$ cat src/rtl/cspc_pkg.sv
`timescale 1ns / 1ps

package cspc_pkg;

  // Width of the internal wrapping millisecond time.
  localparam int unsigned TimeWidth = 32;
  // The time field of an item is always 32 bits wide.
  localparam int unsigned InTimeWidth = 32;
  // Wide enough to hold both the input time and the internal time.
  localparam int unsigned TimePadWidth = (TimeWidth > InTimeWidth) ? TimeWidth : InTimeWidth;

  localparam int unsigned CfgIdxWidth = 2;
  localparam int unsigned CfgDataWidth = 16;

  localparam logic [CfgIdxWidth-1:0] CfgPowerHold = 2'd0;
  localparam logic [CfgIdxWidth-1:0] CfgStableHigh = 2'd1;
  localparam logic [CfgIdxWidth-1:0] CfgToggleWindow = 2'd2;
  localparam logic [CfgIdxWidth-1:0] CfgDetectLevel = 2'd3;

  localparam logic [15:0] PowerHoldReset = 16'd1000;
  localparam logic [15:0] StableHighReset = 16'd400;
  localparam logic [15:0] ToggleWindowReset = 16'd1500;

  typedef logic [TimeWidth-1:0] time_t;

  typedef enum logic [1:0] {
    StNoPower   = 2'd0,
    StCharging  = 2'd1,
    StFull      = 2'd2,
    StNoBattery = 2'd3
  } charger_state_e;

  typedef struct packed {
    logic [15:0] power_hold_ms;
    logic [15:0] steady_ms;
    logic [15:0] toggle_window_ms;
    logic        detect_active_level;
  } cfg_t;

  // Bit 0 up: state, power_ok, is_charging, is_full, battery_missing.
  typedef struct packed {
    logic           battery_missing;
    logic           is_full;
    logic           is_charging;
    logic           power_ok;
    charger_state_e charger_state;
  } status_t;

  typedef struct packed {
    status_t status;
    logic    changed;
  } result_t;

endpackage

$ cat src/rtl/cspc_in_if.sv
`timescale 1ns / 1ps

interface cspc_in_if;
  logic                                 valid;
  logic                                 ready;
  logic                                 detect_level;
  logic                                 full_level;
  logic [cspc_pkg::InTimeWidth-1:0]     time_ms;

  modport source (output valid, output detect_level, output full_level, output time_ms,
                  input ready);
  modport sink (input valid, input detect_level, input full_level, input time_ms,
                output ready);
endinterface

$ cat src/rtl/cspc_out_if.sv
`timescale 1ns / 1ps

interface cspc_out_if;
  logic       valid;
  logic       ready;
  logic [1:0] charger_state;
  logic       power_ok;
  logic       is_charging;
  logic       is_full;
  logic       battery_missing;
  logic       changed;

  modport source (output valid, output charger_state, output power_ok,
                  output is_charging, output is_full, output battery_missing,
                  output changed, input ready);
  modport sink (input valid, input charger_state, input power_ok,
                input is_charging, input is_full, input battery_missing,
                input changed, output ready);
endinterface

$ cat src/rtl/cspc_core.sv
`timescale 1ns / 1ps

// Pin history and classification. The result is combinational from the
// current item and the stored history; the history moves on when upd_i is high.
module cspc_core (
  input  logic                  clk_i,
  input  logic                  rst_ni,
  input  cspc_pkg::cfg_t        cfg_i,
  input  logic                  upd_i,
  input  logic                  detect_level_i,
  input  logic                  full_level_i,
  input  cspc_pkg::time_t       now_i,
  output cspc_pkg::result_t     result_o
);

  cspc_pkg::time_t det_run_start_q, det_run_start_d;
  cspc_pkg::time_t ful_run_start_q, ful_run_start_d;
  cspc_pkg::time_t det_last_q, det_last_d;
  cspc_pkg::time_t ful_last_q, ful_last_d;
  cspc_pkg::time_t pwr_last_q, pwr_last_d;
  logic det_run_valid_q, ful_run_valid_q;
  logic det_seen_q, det_seen_d;
  logic ful_seen_q, ful_seen_d;
  logic pwr_seen_q, pwr_seen_d;
  cspc_pkg::status_t held_q, status;

  logic det, ful;
  cspc_pkg::time_t age_pwr, age_det_run, age_ful_run, age_det, age_ful;
  cspc_pkg::time_t hold_w, stable_w, toggle_w;
  logic power, det_stable, ful_stable, alt, nobat;
  cspc_pkg::charger_state_e state;

  assign det = (detect_level_i == cfg_i.detect_active_level);
  assign ful = full_level_i;

  always_comb begin
    det_run_start_d = det ? (det_run_valid_q ? det_run_start_q : now_i) : '0;
    ful_run_start_d = ful ? (ful_run_valid_q ? ful_run_start_q : now_i) : '0;
    det_last_d = det ? now_i : det_last_q;
    ful_last_d = ful ? now_i : ful_last_q;
    pwr_last_d = (det || ful) ? now_i : pwr_last_q;
    det_seen_d = det_seen_q || det;
    ful_seen_d = ful_seen_q || ful;
    pwr_seen_d = pwr_seen_q || det || ful;
  end

  // Ages wrap modulo the time width.
  assign age_pwr = now_i - pwr_last_d;
  assign age_det_run = now_i - det_run_start_d;
  assign age_ful_run = now_i - ful_run_start_d;
  assign age_det = now_i - det_last_d;
  assign age_ful = now_i - ful_last_d;

  assign hold_w = cspc_pkg::TimeWidth'(cfg_i.power_hold_ms);
  assign stable_w = cspc_pkg::TimeWidth'(cfg_i.steady_ms);
  assign toggle_w = cspc_pkg::TimeWidth'(cfg_i.toggle_window_ms);

  always_comb begin
    power = pwr_seen_d && (age_pwr <= hold_w);
    det_stable = det && (age_det_run >= stable_w);
    ful_stable = ful && (age_ful_run >= stable_w);
    alt = power && det_seen_d && ful_seen_d && (age_det <= toggle_w) && (age_ful <= toggle_w);
    nobat = alt && !det_stable && !ful_stable;

    if (!power) begin
      state = cspc_pkg::StNoPower;
    end else if (ful_stable && !nobat) begin
      state = cspc_pkg::StFull;
    end else if (nobat) begin
      state = cspc_pkg::StNoBattery;
    end else begin
      state = cspc_pkg::StCharging;
    end

    status.charger_state = state;
    status.power_ok = power;
    status.is_charging = (state == cspc_pkg::StCharging) || (state == cspc_pkg::StNoBattery);
    status.is_full = (state == cspc_pkg::StFull);
    status.battery_missing = nobat;
  end

  assign result_o.status = status;
  assign result_o.changed = (status != held_q);

  always_ff @(posedge clk_i or negedge rst_ni) begin
    if (!rst_ni) begin
      det_run_start_q <= '0;
      ful_run_start_q <= '0;
      det_last_q <= '0;
      ful_last_q <= '0;
      pwr_last_q <= '0;
      det_run_valid_q <= 1'b0;
      ful_run_valid_q <= 1'b0;
      det_seen_q <= 1'b0;
      ful_seen_q <= 1'b0;
      pwr_seen_q <= 1'b0;
      held_q <= '0;
    end else if (upd_i) begin
      det_run_start_q <= det_run_start_d;
      ful_run_start_q <= ful_run_start_d;
      det_last_q <= det_last_d;
      ful_last_q <= ful_last_d;
      pwr_last_q <= pwr_last_d;
      det_run_valid_q <= det;
      ful_run_valid_q <= ful;
      det_seen_q <= det_seen_d;
      ful_seen_q <= ful_seen_d;
      pwr_seen_q <= pwr_seen_d;
      held_q <= status;
    end
  end

endmodule

$ cat src/rtl/charger_status_pin_classifier.sv
`timescale 1ns / 1ps

// Channel   Direction  Payload
// in_i      sink       detect_level, full_level, time_ms[31:0]
// out_o     source     charger_state[1:0], power_ok, is_charging, is_full,
//                      battery_missing, changed
// cfg_*     write      cfg_idx_i selects the register, cfg_data_i[15:0] is the value
//
// Every item passes through the input register and then the result register.
// While the output is not stalled, a new item is accepted in every cycle,
// so the sustained rate is one item per cycle, set by the single classification
// pass between the two registers. Reset clears the pin history, the held status
// and the configuration to its defaults. A stalled result register holds its item
// while the input register can still take one more; input ready drops only when
// both are full.
module charger_status_pin_classifier (
  input  logic                                 clk_i,
  input  logic                                 rst_ni,
  cspc_in_if.sink                              in_i,
  cspc_out_if.source                           out_o,
  input  logic                                 cfg_we_i,
  input  logic [cspc_pkg::CfgIdxWidth-1:0]     cfg_idx_i,
  input  logic [cspc_pkg::CfgDataWidth-1:0]    cfg_data_i
);

  // Configuration registers.
  cspc_pkg::cfg_t cfg_q;

  always_ff @(posedge clk_i or negedge rst_ni) begin
    if (!rst_ni) begin
      cfg_q.power_hold_ms <= cspc_pkg::PowerHoldReset;
      cfg_q.steady_ms <= cspc_pkg::StableHighReset;
      cfg_q.toggle_window_ms <= cspc_pkg::ToggleWindowReset;
      cfg_q.detect_active_level <= 1'b0;
    end else if (cfg_we_i) begin
      case (cfg_idx_i)
        cspc_pkg::CfgPowerHold: cfg_q.power_hold_ms <= cfg_data_i;
        cspc_pkg::CfgStableHigh: cfg_q.steady_ms <= cfg_data_i;
        cspc_pkg::CfgToggleWindow: cfg_q.toggle_window_ms <= cfg_data_i;
        cspc_pkg::CfgDetectLevel: cfg_q.detect_active_level <= cfg_data_i[0];
        default: begin
        end
      endcase
    end
  end

  // Input register. It moves on whenever the result register is free or is
  // being emptied in the same cycle.
  logic s1_valid_q;
  logic s1_det_q, s1_ful_q;
  cspc_pkg::time_t s1_now_q;
  logic s1_adv;
  logic in_acc;
  logic [cspc_pkg::TimePadWidth-1:0] time_pad;

  logic out_valid_q;
  cspc_pkg::result_t out_q;
  cspc_pkg::result_t result;

  assign s1_adv = !out_valid_q || out_o.ready;
  assign in_i.ready = !s1_valid_q || s1_adv;
  assign in_acc = in_i.valid && in_i.ready;

  // The input time enters the internal width zero-extended or cut down.
  assign time_pad = cspc_pkg::TimePadWidth'(in_i.time_ms);

  always_ff @(posedge clk_i or negedge rst_ni) begin
    if (!rst_ni) begin
      s1_valid_q <= 1'b0;
    end else if (in_i.ready) begin
      s1_valid_q <= in_i.valid;
    end
  end

  always_ff @(posedge clk_i) begin
    if (in_acc) begin
      s1_det_q <= in_i.detect_level;
      s1_ful_q <= in_i.full_level;
      s1_now_q <= time_pad[cspc_pkg::TimeWidth-1:0];
    end
  end

  // Classification pass; the pin history advances as the item leaves the
  // input register, so the next item always sees this one's effect.
  cspc_core u_core (
    .clk_i          (clk_i),
    .rst_ni         (rst_ni),
    .cfg_i          (cfg_q),
    .upd_i          (s1_valid_q && s1_adv),
    .detect_level_i (s1_det_q),
    .full_level_i   (s1_ful_q),
    .now_i          (s1_now_q),
    .result_o       (result)
  );

  // Result register.
  always_ff @(posedge clk_i or negedge rst_ni) begin
    if (!rst_ni) begin
      out_valid_q <= 1'b0;
    end else if (s1_adv) begin
      out_valid_q <= s1_valid_q;
    end
  end

  always_ff @(posedge clk_i) begin
    if (s1_valid_q && s1_adv) begin
      out_q <= result;
    end
  end

  assign out_o.valid = out_valid_q;
  assign out_o.charger_state = out_q.status.charger_state;
  assign out_o.power_ok = out_q.status.power_ok;
  assign out_o.is_charging = out_q.status.is_charging;
  assign out_o.is_full = out_q.status.is_full;
  assign out_o.battery_missing = out_q.status.battery_missing;
  assign out_o.changed = out_q.changed;

  // An accepted item always lands in the input register.
  assert property (@(posedge clk_i) disable iff (!rst_ni) in_acc |=> s1_valid_q)
    else $error("accepted item did not reach the input register");

  // With both registers full and the output stalled, no item may enter.
  assert property (@(posedge clk_i) disable iff (!rst_ni)
    (s1_valid_q && !s1_adv) |-> !in_i.ready)
    else $error("input accepted while the pipeline is full");

  // A missing battery is only reported with power and the no-battery state.
  assert property (@(posedge clk_i) disable iff (!rst_ni)
    (out_o.valid && out_o.battery_missing) |->
      (out_o.power_ok && (out_o.charger_state == cspc_pkg::StNoBattery)))
    else $error("battery missing flag inconsistent with state");

  // The full flag tracks the full state exactly.
  assert property (@(posedge clk_i) disable iff (!rst_ni)
    out_o.valid |-> (out_o.is_full == (out_o.charger_state == cspc_pkg::StFull)))
    else $error("full flag inconsistent with state");

endmodule
$ cat src/flat_wrapper.sv
// flat-port wrapper written by rule: the top's interface ports become plain ports
module charger_status_pin_classifier_flat 
  (clk_i, rst_ni, cfg_we_i, cfg_idx_i, cfg_data_i, in_i_valid, in_i_detect_level, in_i_full_level, in_i_time_ms, in_i_ready, out_o_valid, out_o_charger_state, out_o_power_ok, out_o_is_charging, out_o_is_full, out_o_battery_missing, out_o_changed, out_o_ready);
  cspc_in_if in_i_i ();
  cspc_out_if out_o_i ();
  input  logic clk_i;
  input  logic rst_ni;
  input  logic cfg_we_i;
  input  logic [cspc_pkg::CfgIdxWidth-1:0] cfg_idx_i;
  input  logic [cspc_pkg::CfgDataWidth-1:0] cfg_data_i;
  input wire logic [$bits(in_i_i.valid)-1:0] in_i_valid;
  input wire logic [$bits(in_i_i.detect_level)-1:0] in_i_detect_level;
  input wire logic [$bits(in_i_i.full_level)-1:0] in_i_full_level;
  input wire logic [$bits(in_i_i.time_ms)-1:0] in_i_time_ms;
  output wire logic [$bits(in_i_i.ready)-1:0] in_i_ready;
  output wire logic [$bits(out_o_i.valid)-1:0] out_o_valid;
  output wire logic [$bits(out_o_i.charger_state)-1:0] out_o_charger_state;
  output wire logic [$bits(out_o_i.power_ok)-1:0] out_o_power_ok;
  output wire logic [$bits(out_o_i.is_charging)-1:0] out_o_is_charging;
  output wire logic [$bits(out_o_i.is_full)-1:0] out_o_is_full;
  output wire logic [$bits(out_o_i.battery_missing)-1:0] out_o_battery_missing;
  output wire logic [$bits(out_o_i.changed)-1:0] out_o_changed;
  input wire logic [$bits(out_o_i.ready)-1:0] out_o_ready;
  assign in_i_i.valid = in_i_valid;
  assign in_i_i.detect_level = in_i_detect_level;
  assign in_i_i.full_level = in_i_full_level;
  assign in_i_i.time_ms = in_i_time_ms;
  assign in_i_ready = in_i_i.ready;
  assign out_o_valid = out_o_i.valid;
  assign out_o_charger_state = out_o_i.charger_state;
  assign out_o_power_ok = out_o_i.power_ok;
  assign out_o_is_charging = out_o_i.is_charging;
  assign out_o_is_full = out_o_i.is_full;
  assign out_o_battery_missing = out_o_i.battery_missing;
  assign out_o_changed = out_o_i.changed;
  assign out_o_i.ready = out_o_ready;
  charger_status_pin_classifier u_core (.clk_i(clk_i), .rst_ni(rst_ni), .in_i(in_i_i), .out_o(out_o_i), .cfg_we_i(cfg_we_i), .cfg_idx_i(cfg_idx_i), .cfg_data_i(cfg_data_i));
endmodule
$ cat config.mk
export PLATFORM = sky130hd
export DESIGN_NAME = charger_status_pin_classifier_flat
export DESIGN_NICKNAME = d
export VERILOG_FILES = /design/src/rtl/cspc_pkg.sv /design/src/rtl/cspc_in_if.sv /design/src/rtl/cspc_out_if.sv /design/src/rtl/cspc_core.sv /design/src/rtl/charger_status_pin_classifier.sv /design/src/flat_wrapper.sv
export SDC_FILE = /design/constraint.sdc
export NUM_CORES = 1
export LEC_CHECK = 0
export BUFFER_PORTS_ARGS = -buffer_cell sky130_fd_sc_hd__buf_2
export CORE_MARGIN = 8
export CORE_UTILIZATION = 35
export CTS_CLUSTER_SIZE = 10
export DETAILED_ROUTE_END_ITERATION = 10
export PLACE_DENSITY = 0.51
export SYNTH_ARGS = -nofsm -noshare
export SYNTH_HDL_FRONTEND = slang
export SYNTH_SLANG_ARGS = --single-unit
$ cat constraint.sdc
create_clock -name clk_i -period 9.2 [get_ports clk_i]
set_input_delay 1.84 -clock clk_i [delete_from_list [all_inputs] [get_ports clk_i]]
set_output_delay 1.84 -clock clk_i [all_outputs]
set_load 0.005 [all_outputs]
# After elaboration in Yosys (flattened, before gate mapping)
# Index checks and enable logic that the tools add are counted.
[totals]
register_bits = 263
elab_cells = 88
out_inout_bits = 9
input_bits = 57
[op_classes]
n_reduce_logical = 30
addsub = 5
n_eq_ne = 8
magnitude_cmp = 5
muxes = 10
[ops]
columns = ["op", "count"]
rows = [
  ["$mux W32", 7],
  ["$sub A32 B32 Y32", 5],
  ["$le A32 B16 Y1", 3],
  ["$ge A32 B16 Y1", 2],
  ["$logic_and A1 B1 Y1", 12],
  ["$eq A2 B2 Y1 const B", 4],
  ["$logic_or A1 B1 Y1", 8],
  ["$reduce_and A2 Y1", 4],
  ["$mux W2", 3],
  ["$ne A6 B6 Y1", 1],
  ["$logic_not A1 Y1", 5],
  ["$eq A2 B1 Y1 const B", 2],
  ["$logic_not A2 Y1", 1],
  ["$eq A1 B1 Y1", 1],
]

# Longest topological paths before layout
# Gate-level depths: netlist of the first run.
[depth]
word_depth = 19
ltp_mapped = 29
ltp_nobuf = 26

# Cells and area by module
# A second synthesis of the first run with hierarchy kept.
[unflattened]
cells_unflattened = 2552
area_unflattened_um2 = 22675.5
[by_module_without_submodules]
columns = ["module", "instances", "cells_per_inst", "area_each_um2", "seq_area_each_um2"]
rows = [
  ["cspc_core", 1, 2398, 19478.7, 4254.1],
  ["charger_status_pin_classifier", 1, 154, 3196.8, 2527.4],
]

# Least setup slack after synthesis of the first run
# No wires, ideal clock.
[synth_timing]
path_kind = "register -> register"
start = "register u_core.s1_ful_q"
end = "register u_core.out_q, in the netlist u_core.out_o.changed (data pin)"
stages_incl_launch_ff = 25
arrival_ps = 6332
slack_ps = 2603
period_less_slack_ps = 6597
path_buffers = 5
required_ps = 8935
setup_ps = 265
cell_sequence = "edfxtp_1 > clkbuf_1 > buf_2 > nor2_1 > clkbuf_1 > clkbuf_1 > o21ai_0 > ha_1 > fa_1 > a32oi_1 > a311o_1 > o2111ai_2 > o2111a_1 > xnor2_1 > ha_1 > nand4_1 > nand2b_1 > o31a_1 > or4_1 > a2111oi_0 > nand4bb_1 > or4_4 > buf_6 > nor4_2 > o22ai_2"
[synth_lines]
columns = ["element", "line_no", "rtl"]
rows = [
  ["start, declared", "charger_status_pin_classifier.sv:50", "logic s1_det_q, s1_ful_q;"],
  ["start signal, assigned", "charger_status_pin_classifier.sv:78", "s1_ful_q <= in_i.full_level;"],
  ["end signal, assigned", "charger_status_pin_classifier.sv:107", "out_q <= result;"],
  ["end, declared", "charger_status_pin_classifier.sv:57", "cspc_pkg::result_t out_q;"],
]

# Final worst setup path of the first run
[layout_timing]
start = "register u_core.s1_det_q"
end = "register u_core.u_core.held_q[1] (netlist bit)"
[layout_via]
elab_chain_cells = 16
elab_cells_between_ends = 28
classes_between = "add/sub (3); order compare (3); eq/ne (1); mux (6); reduce/logical (15)"
[layout_lines]
columns = ["element", "line_no", "rtl"]
rows = [
  ["start, declared", "charger_status_pin_classifier.sv:50", ""],
  ["start signal, assigned", "charger_status_pin_classifier.sv:77", "s1_det_q <= in_i.detect_level;"],
  ["$eq A1 B1 Y1 *", "cspc_core.sv:33", "assign det = (detect_level_i == cfg_i.detect_active_level);"],
  ["$logic_or A1 B1 Y1", "cspc_core.sv:41", "pwr_last_d = (det || ful) ? now_i : pwr_last_q;"],
  ["$mux W32", "cspc_core.sv:41", ""],
  ["$sub A32 B32 Y32", "cspc_core.sv:48", "assign age_pwr = now_i - pwr_last_d;"],
  ["$le A32 B16 Y1", "cspc_core.sv:59", "power = pwr_seen_d && (age_pwr <= hold_w);"],
  ["$logic_and A1 B1 Y1", "cspc_core.sv:59", ""],
  ["$logic_and A1 B1 Y1 (4 in series)", "cspc_core.sv:62", "alt = power && det_seen_d && ful_seen_d && (age_det <= toggle_w) && (age_ful <= toggle_w);"],
  ["$logic_and A1 B1 Y1 (2 in series)", "cspc_core.sv:63", "nobat = alt && !det_stable && !ful_stable;"],
  ["$logic_not A1 Y1", "cspc_core.sv:67", "end else if (ful_stable && !nobat) begin"],
  ["$logic_and A1 B1 Y1", "cspc_core.sv:67", ""],
  ["$mux W2", "cspc_core.sv:67", ""],
  ["$mux W2 *", "cspc_core.sv:65", "if (!power) begin"],
  ["end signal, assigned", "cspc_core.sv:109", "held_q <= status;"],
  ["end, declared", "cspc_core.sv:25", "cspc_pkg::status_t held_q, status;"],
]
# Every way passes the cells marked *; elsewhere a longest branch is shown, timed or not.
# A chain may end at the register's enable or synchronous reset.

==> impl_metrics.py, run 1 <==
metrics = {
    "worst_hold_path": {
        "hp-start": "u_core.u_core.det_run_start_q[27]$_DFFE_PN0P_",
        "hold-path-endpoint": "u_core.u_core.det_run_start_q[27]$_DFFE_PN0P_",
        "worstHoldPathCells": 2,
        "hp-class": "reg2reg",
    },
    "route": {
        "drcViolationCount": 0,
        "route.vias.total": 19700,
        "via_per_inst": 5.63,
        "dr.pass1.iters": 7,
        "drtIter0Drc": 1142,
        "routed_wl_um": 73600,
        "ant_nets": 0,
        "avgRoutedWirePerCell_um": 21.1,
    },
    "grt": {
        "gr-total-overflow": 0,
        "grt_antenna_before_repair": 0,
        "grt_pass1_wl_um": 114000,
        "grt_pass1_vias": 19300,
        "grt_max_degree": 108,
        "grt.total_usage": 0.193,
    },
    "critical_path": {
        "crit_path_start_kind": "flip-flop",
        "crit_cells": 24,
        "slowest_stage": "a2111oi_0",
        "critPathArrivalTime_ns": 8.05,
        "path_buf_inv": 2,
        "r2r_slack_ns": 1.60,
        "critPathKind": "reg2reg",
        "required_ns": 9.65,
        "startpoint": "u_core.s1_det_q$_DFFE_PP_",
        "crit_chain": "xnor2_4, buf_4, nand2_1, ha_1, a211o_1, a21oi_1, o311ai_1, buf_4, a21oi_1, o21bai_1, a21oi_1, o21bai_1, xnor2_1, ha_1, a211oi_1, nand4_1, o21bai_1, a2111oi_0, o2111ai_1, nor4_1, nand4_1, a2111oi_1, nor2_1, o31ai_1",
        "r2r-end": "u_core.u_core.held_q[1]$_DFFE_PN0P_",
        "critPathMaxStageDelay_ns": 0.88,
        "worstPathMaxFanout": 33,
        "end_kind": "flip-flop",
        "cp_top_family": "compound AO/OA/AOI/OAI gates",
        "regToRegStartpoint": "u_core.s1_det_q$_DFFE_PP_",
        "reg2reg_depth": 24,
    },
    "synth": {
        "yosys_warnings": 0,
        "netlist_instances": 2586,
        "syn_area_sq_um": 22800,
        "seq_area_frac_synth": 0.296,
        "ys_ff_latch": 261,
        "ys_async_sr_fraction": 0.847,
        "syn_nets": 2877,
        "synth_edf_count": 40,
        "synth.distinct_cells": 114,
        "synth_area_per_cell_sq_um": 8.83,
        "ys.flop_type": "dfrtp_1",
    },
    "cts": {
        "htreeDepth": 2,
        "ctsResizeCount": 0,
        "cts_made_buffers": 37,
        "cts_tree": "built",
        "cts_hold_buf": 0,
        "clk_latency_ns": 0.56,
        "cts_root_buf": "clkbuf_16",
        "cts.clk_slew.worst_paths_ns": 0.06,
        "cts_sinks": 261,
        "postCtsSetupBuffers": 0,
        "ctsLongestPathBuffers": 3,
    },
    "floorplanning": {
        "initial_utilization": 0.354,
        "io_pins": 66,
        "die_h_um": 271,
        "fp.dieW_um": 271,
        "dieArea_sq_um": 73700,
        "coreArea_sq_um": 64500,
        "row_count": 93,
    },
    "timing": {
        "tns_ns": 0,
        "max-slew-margin-rel": 0.237,
        "rsz0062_at_grt": "false",
        "hold_violations": 0,
        "finalWorstSetupSlack_ns": 1.60,
        "fin_crit_sh": 0.826,
        "whs_ns": 0.475,
        "finClkSkew_ns": 0.0276,
        "period_needed_ns": 7.60,
        "drv_slew": 0,
        "max_clock_freq_mhz": 132,
        "finalSetupViolCount": 0,
        "worst_slew_pin_slew_ns": 1.14,
    },
    "final_layout": {
        "finalNonFillerCells": 3491,
        "layout_common_cells": "nand2_1 (317), o21ai_0 (231), ha_1 (229)",
        "drive_gt1_frac": 0.142,
        "final_common_cell": "nand2_1",
        "area_growth_syn_to_layout_pct": 10.1,
        "num_antenna_cells": 0,
        "final_nets": 2900,
        "fin_area_sq_um": 25100,
        "fin_util": 0.390,
    },
    "outcome": {
        "status": "complete, no violations",
    },
    "power_and_ir_drop": {
        "power_density_nw_per_um2": 242,
        "ir_drop_mv": 0.151,
        "p_leak_nw": 10.8,
        "finalPower_mw": 6.09,
    },
    "placed_design": {
        "gp_congestion": 0.928,
        "io_buffers": 65,
        "dp_cells": 3425,
        "dpl.hpwl_um": 56100,
        "dpl_worst_slack_ns": 1.55,
        "placed_area_sq_um": 24000,
    },
    "flow_run": {
        "cap_violations": 0,
    },
}
final cells by class:
class | instances | area (sq um)
tap | 855 | 1070
sequential | 261 | 6750
inverter | 118 | 443
clock inverter | 10 | 66.3
fill | 6569 | 39300
multi-input combinational | 2101 | 15200
clock buffer | 56 | 1070
timing repair buffer | 90 | 523
per-layer routing:
| layer | GRT usage | wire length, um | vias to the layer above |
|---|---|---|---|
| li1 | - | - | 9601 |
| met3 | 0.0208 | 2320 | 99 |
| met2 | 0.328 | 34700 | 367 |
| met5 | 0 | 0 | - |
| met4 | 0.0462 | 1600 | 0 |
| met1 | 0.262 | 35000 | 9588 |
power by group:
part	switching, mW	internal [mW]	leakage, nW	total, mW
clock	0.562	0.801	0.546	1.36
combinational	1.84	1.30	7.18	3.14
sequential	0.170	1.42	3.09	1.59
total	2.57	3.52	10.8	6.09
state kept, by name, summed over array words and instances (netlist names), 5 cells and up:
register and cells:
u_core.u_core.det_last_q 32, u_core.u_core.pwr_last_q 32, u_core.u_core.det_run_start_q 32, u_core.u_core.ful_run_start_q 32
u_core.cfg_q 49, u_core.u_core.held_q 5, u_core.s1_now_q 32, u_core.u_core.ful_last_q 32
cells by family after synthesis:
group | Yosys count | share of synthesized area
buf+inv | 224 | 0.0407
simple gates | 761 | 0.161
flops | 261 | 0.296
fa+ha+maj | 235 | 0.130
xor+xnor | 115 | 0.0444
compound gates | 739 | 0.209
mux | 251 | 0.119
synthesized netlist by cell type, types with 19 or more instances:
cell type,instances,share of area
xnor2_1,70,0.027
xor2_1,44,0.017
a31oi_1,30,0.0082
clkbuf_1,82,0.013
mux2_2,154,0.076
nand4_1,37,0.010
dfrtp_1,205,0.22
a21o_1,58,0.019
nand3_1,55,0.012
nor3_1,37,0.0081
nor2b_1,24,0.0066
o21bai_1,19,0.0062
nor2_1,123,0.020
o21ai_0,231,0.051
a211oi_1,21,0.0069
nand2b_1,32,0.0088
o21a_1,22,0.0072
nand2_1,319,0.052
a21oi_1,176,0.039
inv_1,116,0.019
nor4_1,19,0.0052
edfxtp_1,40,0.053
mux2i_1,96,0.042
ha_1,229,0.13
how the worst max path moves through the flow:
| stage | endpoint | slack [ns] |
|---|---|---|
| final | u_core.u_core.held_q[1]$_DFFE_PN0P_ | 1.60 |
| after global routing | u_core.u_core.held_q[1]$_DFFE_PN0P_ | 0.92 |
| after CTS | u_core.u_core.held_q[1]$_DFFE_PN0P_ | 1.49 |
| after detailed placement | u_core.u_core.held_q[1]$_DFFE_PN0P_ | 1.55 |
| after global placement | u_core.u_core.held_q[1]$_DFFE_PN0P_ | 1.66 |
| after floorplan | u_core.out_o.changed$_DFFE_PP_ | 2.60 |
tightest hold or removal path, cell delays in order, from the launching register on:
cell and delay [ns]:
dfrtp_1 0.33, nand2_1 0.04, o21ai_0 0.06
No activity file was read; power rests on OpenSTA's default activity.
==> run 2, diff against run 1 <==
==> constraint.sdc (replaced) <==
create_clock -name clk_i -period 7.2 [get_ports clk_i]
set_input_delay 1.44 -clock clk_i [delete_from_list [all_inputs] [get_ports clk_i]]
set_output_delay 1.44 -clock clk_i [all_outputs]
set_load 0.005 [all_outputs]
==> run 2 against run 1 <==
Critical path depth is 2 lower. Clock-buffer cell count down 2. Clock power increased by 40%. Final cell count is 0.83% higher. Utilization up 0.52 points. Critical endpoint is now u_core.out_o.changed$_DFFE_PP_. Die area did not move. Combinational power is 29% higher.
==> impl_metrics.py, run 2 (same netlist as run 1, synthesis figures left out) <==
metrics = {
    "critical_path": {
        "path_buf_inv": 2,
        "crit_cells": 22,
        "required_ns": 7.49,
        "startpoint": "u_core.s1_det_q$_DFFE_PP_",
        "critPathKind": "reg2reg",
        "end_kind": "flip-flop",
        "crit_chain": "xnor2_4, buf_4, nor2_4, buf_4, mux2i_1, ha_1, nand3b_1, nor3_1, a211o_1, o2111ai_2, o2111a_1, xnor2_1, ha_1, nand4_1, nand2b_1, o31a_1, or4_1, a2111oi_0, nand4bb_1, or4_4, nor4_2, o22ai_2",
        "slowest_stage": "or4_4",
        "r2r_slack_ns": 0.39,
        "critPathArrivalTime_ns": 7.10,
        "worstPathMaxFanout": 28,
        "cp-endpoint": "u_core.out_o.changed$_DFFE_PP_",
        "cp_top_family": "simple AND/OR/NAND/NOR gates",
        "reg2reg_depth": 22,
        "r2r-end": "u_core.out_o.changed$_DFFE_PP_",
        "critPathMaxStageDelay_ns": 0.66,
        "crit_path_start_kind": "flip-flop",
        "regToRegStartpoint": "u_core.s1_det_q$_DFFE_PP_",
    },
    "grt": {
        "grt_pass1_wl_um": 115000,
        "grt_pass1_vias": 19500,
        "grt_max_degree": 158,
        "gr-total-overflow": 0,
        "grt.total_usage": 0.196,
        "grt_antenna_before_repair": 3,
    },
    "timing": {
        "finalWorstSetupSlack_ns": 0.391,
        "drv_slew": 0,
        "worst_slew_pin_slew_ns": 1.18,
        "finalSetupViolCount": 0,
        "finClkSkew_ns": 0.0287,
        "hold_violations": 0,
        "tns_ns": 0,
        "fin_crit_sh": 0.946,
        "max_clock_freq_mhz": 147,
        "max-slew-margin-rel": 0.196,
        "period_needed_ns": 6.81,
    },
    "placed_design": {
        "io_buffers": 65,
        "dp_cells": 3444,
        "placed_area_sq_um": 24200,
        "dpl.hpwl_um": 57200,
        "dpl_worst_slack_ns": 0.441,
        "gp_congestion": 0.910,
    },
    "power_and_ir_drop": {
        "ir_drop_mv": 0.207,
        "power_density_nw_per_um2": 313,
        "p_leak_nw": 11.0,
    },
    "floorplanning": {
        "io_pins": 66,
        "initial_utilization": 0.354,
        "coreArea_sq_um": 64500,
        "row_count": 93,
        "dieArea_sq_um": 73700,
        "die_h_um": 271,
        "fp.dieW_um": 271,
    },
    "final_layout": {
        "fill_cells": 6603,
        "drive_gt1_frac": 0.154,
        "fin_area_sq_um": 25500,
        "final_common_cell": "nand2_1",
        "area_growth_syn_to_layout_pct": 11.5,
        "largest_reg_flops": 49,
        "final_nets": 2925,
        "finalNonFillerCells": 3520,
        "layout_common_cells": "nand2_1 (317), o21ai_0 (231), ha_1 (229)",
        "largest_register": "u_core.cfg_q",
    },
    "route": {
        "drtIter0Drc": 1094,
        "ant_nets": 0,
        "drcViolationCount": 0,
        "via_per_inst": 5.63,
        "dr.pass1.iters": 5,
        "routed_wl_um": 74500,
        "route.vias.total": 19800,
        "avgRoutedWirePerCell_um": 21.2,
    },
    "flow_run": {
        "cap_violations": 0,
    },
    "outcome": {
        "status": "complete, no violations",
    },
    "cts": {
        "cts.clk_slew.worst_paths_ns": 0.06,
        "htreeDepth": 2,
        "cts_made_buffers": 38,
        "cts_root_buf": "clkbuf_16",
        "cts_sinks": 261,
        "ctsLongestPathBuffers": 3,
        "cts_tree": "built",
        "clk_latency_ns": 0.57,
        "cts_hold_buf": 0,
    },
    "worst_hold_path": {
        "hp-class": "reg2reg",
    },
}
==> run 2: worst min-delay path: cells and delay by family, from the launching register on <==
kind	cells	cell delay [ns]
flops	1	0.33
compound gates	1	0.06
simple gates	1	0.04
==> run 2: timing repair <==
action,CTS,global route
resized for setup,0,0
setup buffers,0,5
endpoints found under the setup margin,0,2
==> run 2: per-layer routing <==
layer  routed length (um)  up-vias  share of wire  track usage
met5                    0        -              0            0
met4                 1660        0          0.022       0.0506
met3                 2890       88          0.039       0.0246
met2                35300      392           0.47        0.333
met1                34700     9668           0.47        0.261
li1                     -     9652              -            -
==> run 2: cell type report <==
cell class	count	area, sq um	area share
Multi-Input combinational cell	2101	15200	0.597
Clock inverter	15	158	0.00619
Timing Repair Buffer	114	728	0.0286
Clock buffer	54	1100	0.0433
Inverter	118	443	0.0174
Tap cell	855	1070	0.0420
Antenna cell	2	5.00	0.000197
Sequential cell	261	6750	0.265
==> run 2: metrics by stage <==
step	hold slack (ns)	power (mW)	utilization
floorplan	0.435	4.99	-
global placement	0.456	6.01	0.375
detailed placement	0.465	6.06	0.375
CTS	0.476	8.04	0.394
global route	0.496	8.59	0.395
finish	0.472	7.98	0.395
==> run 2: how the worst min path moves through the flow <==
stage	endpoint	startpoint	slack, ns	cells after the start
finish	u_core.u_core.det_run_start_q[15]$_DFFE_PN0P_	u_core.u_core.det_run_start_q[15]$_DFFE_PN0P_	0.47	2
global route	u_core.u_core.det_run_start_q[0]$_DFFE_PN0P_	u_core.u_core.det_run_start_q[0]$_DFFE_PN0P_	0.50	2
global placement	u_core.u_core.ful_run_start_q[11]$_DFFE_PN0P_	u_core.u_core.ful_run_start_q[11]$_DFFE_PN0P_	0.46	2
detailed placement	u_core.u_core.det_run_start_q[0]$_DFFE_PN0P_	u_core.u_core.det_run_start_q[0]$_DFFE_PN0P_	0.46	2
floorplan	u_core.u_core.pwr_seen_q$_DFFE_PN0P_	u_core.u_core.pwr_seen_q$_DFFE_PN0P_	0.44	1
CTS	u_core.u_core.det_run_start_q[0]$_DFFE_PN0P_	u_core.u_core.det_run_start_q[0]$_DFFE_PN0P_	0.48	2
==> run 2: power by group <==
group	switching [mW]	internal, mW	total [mW]
Combinational	2.37	1.68	4.05
Sequential	0.204	1.82	2.02
Clock	0.738	1.17	1.91
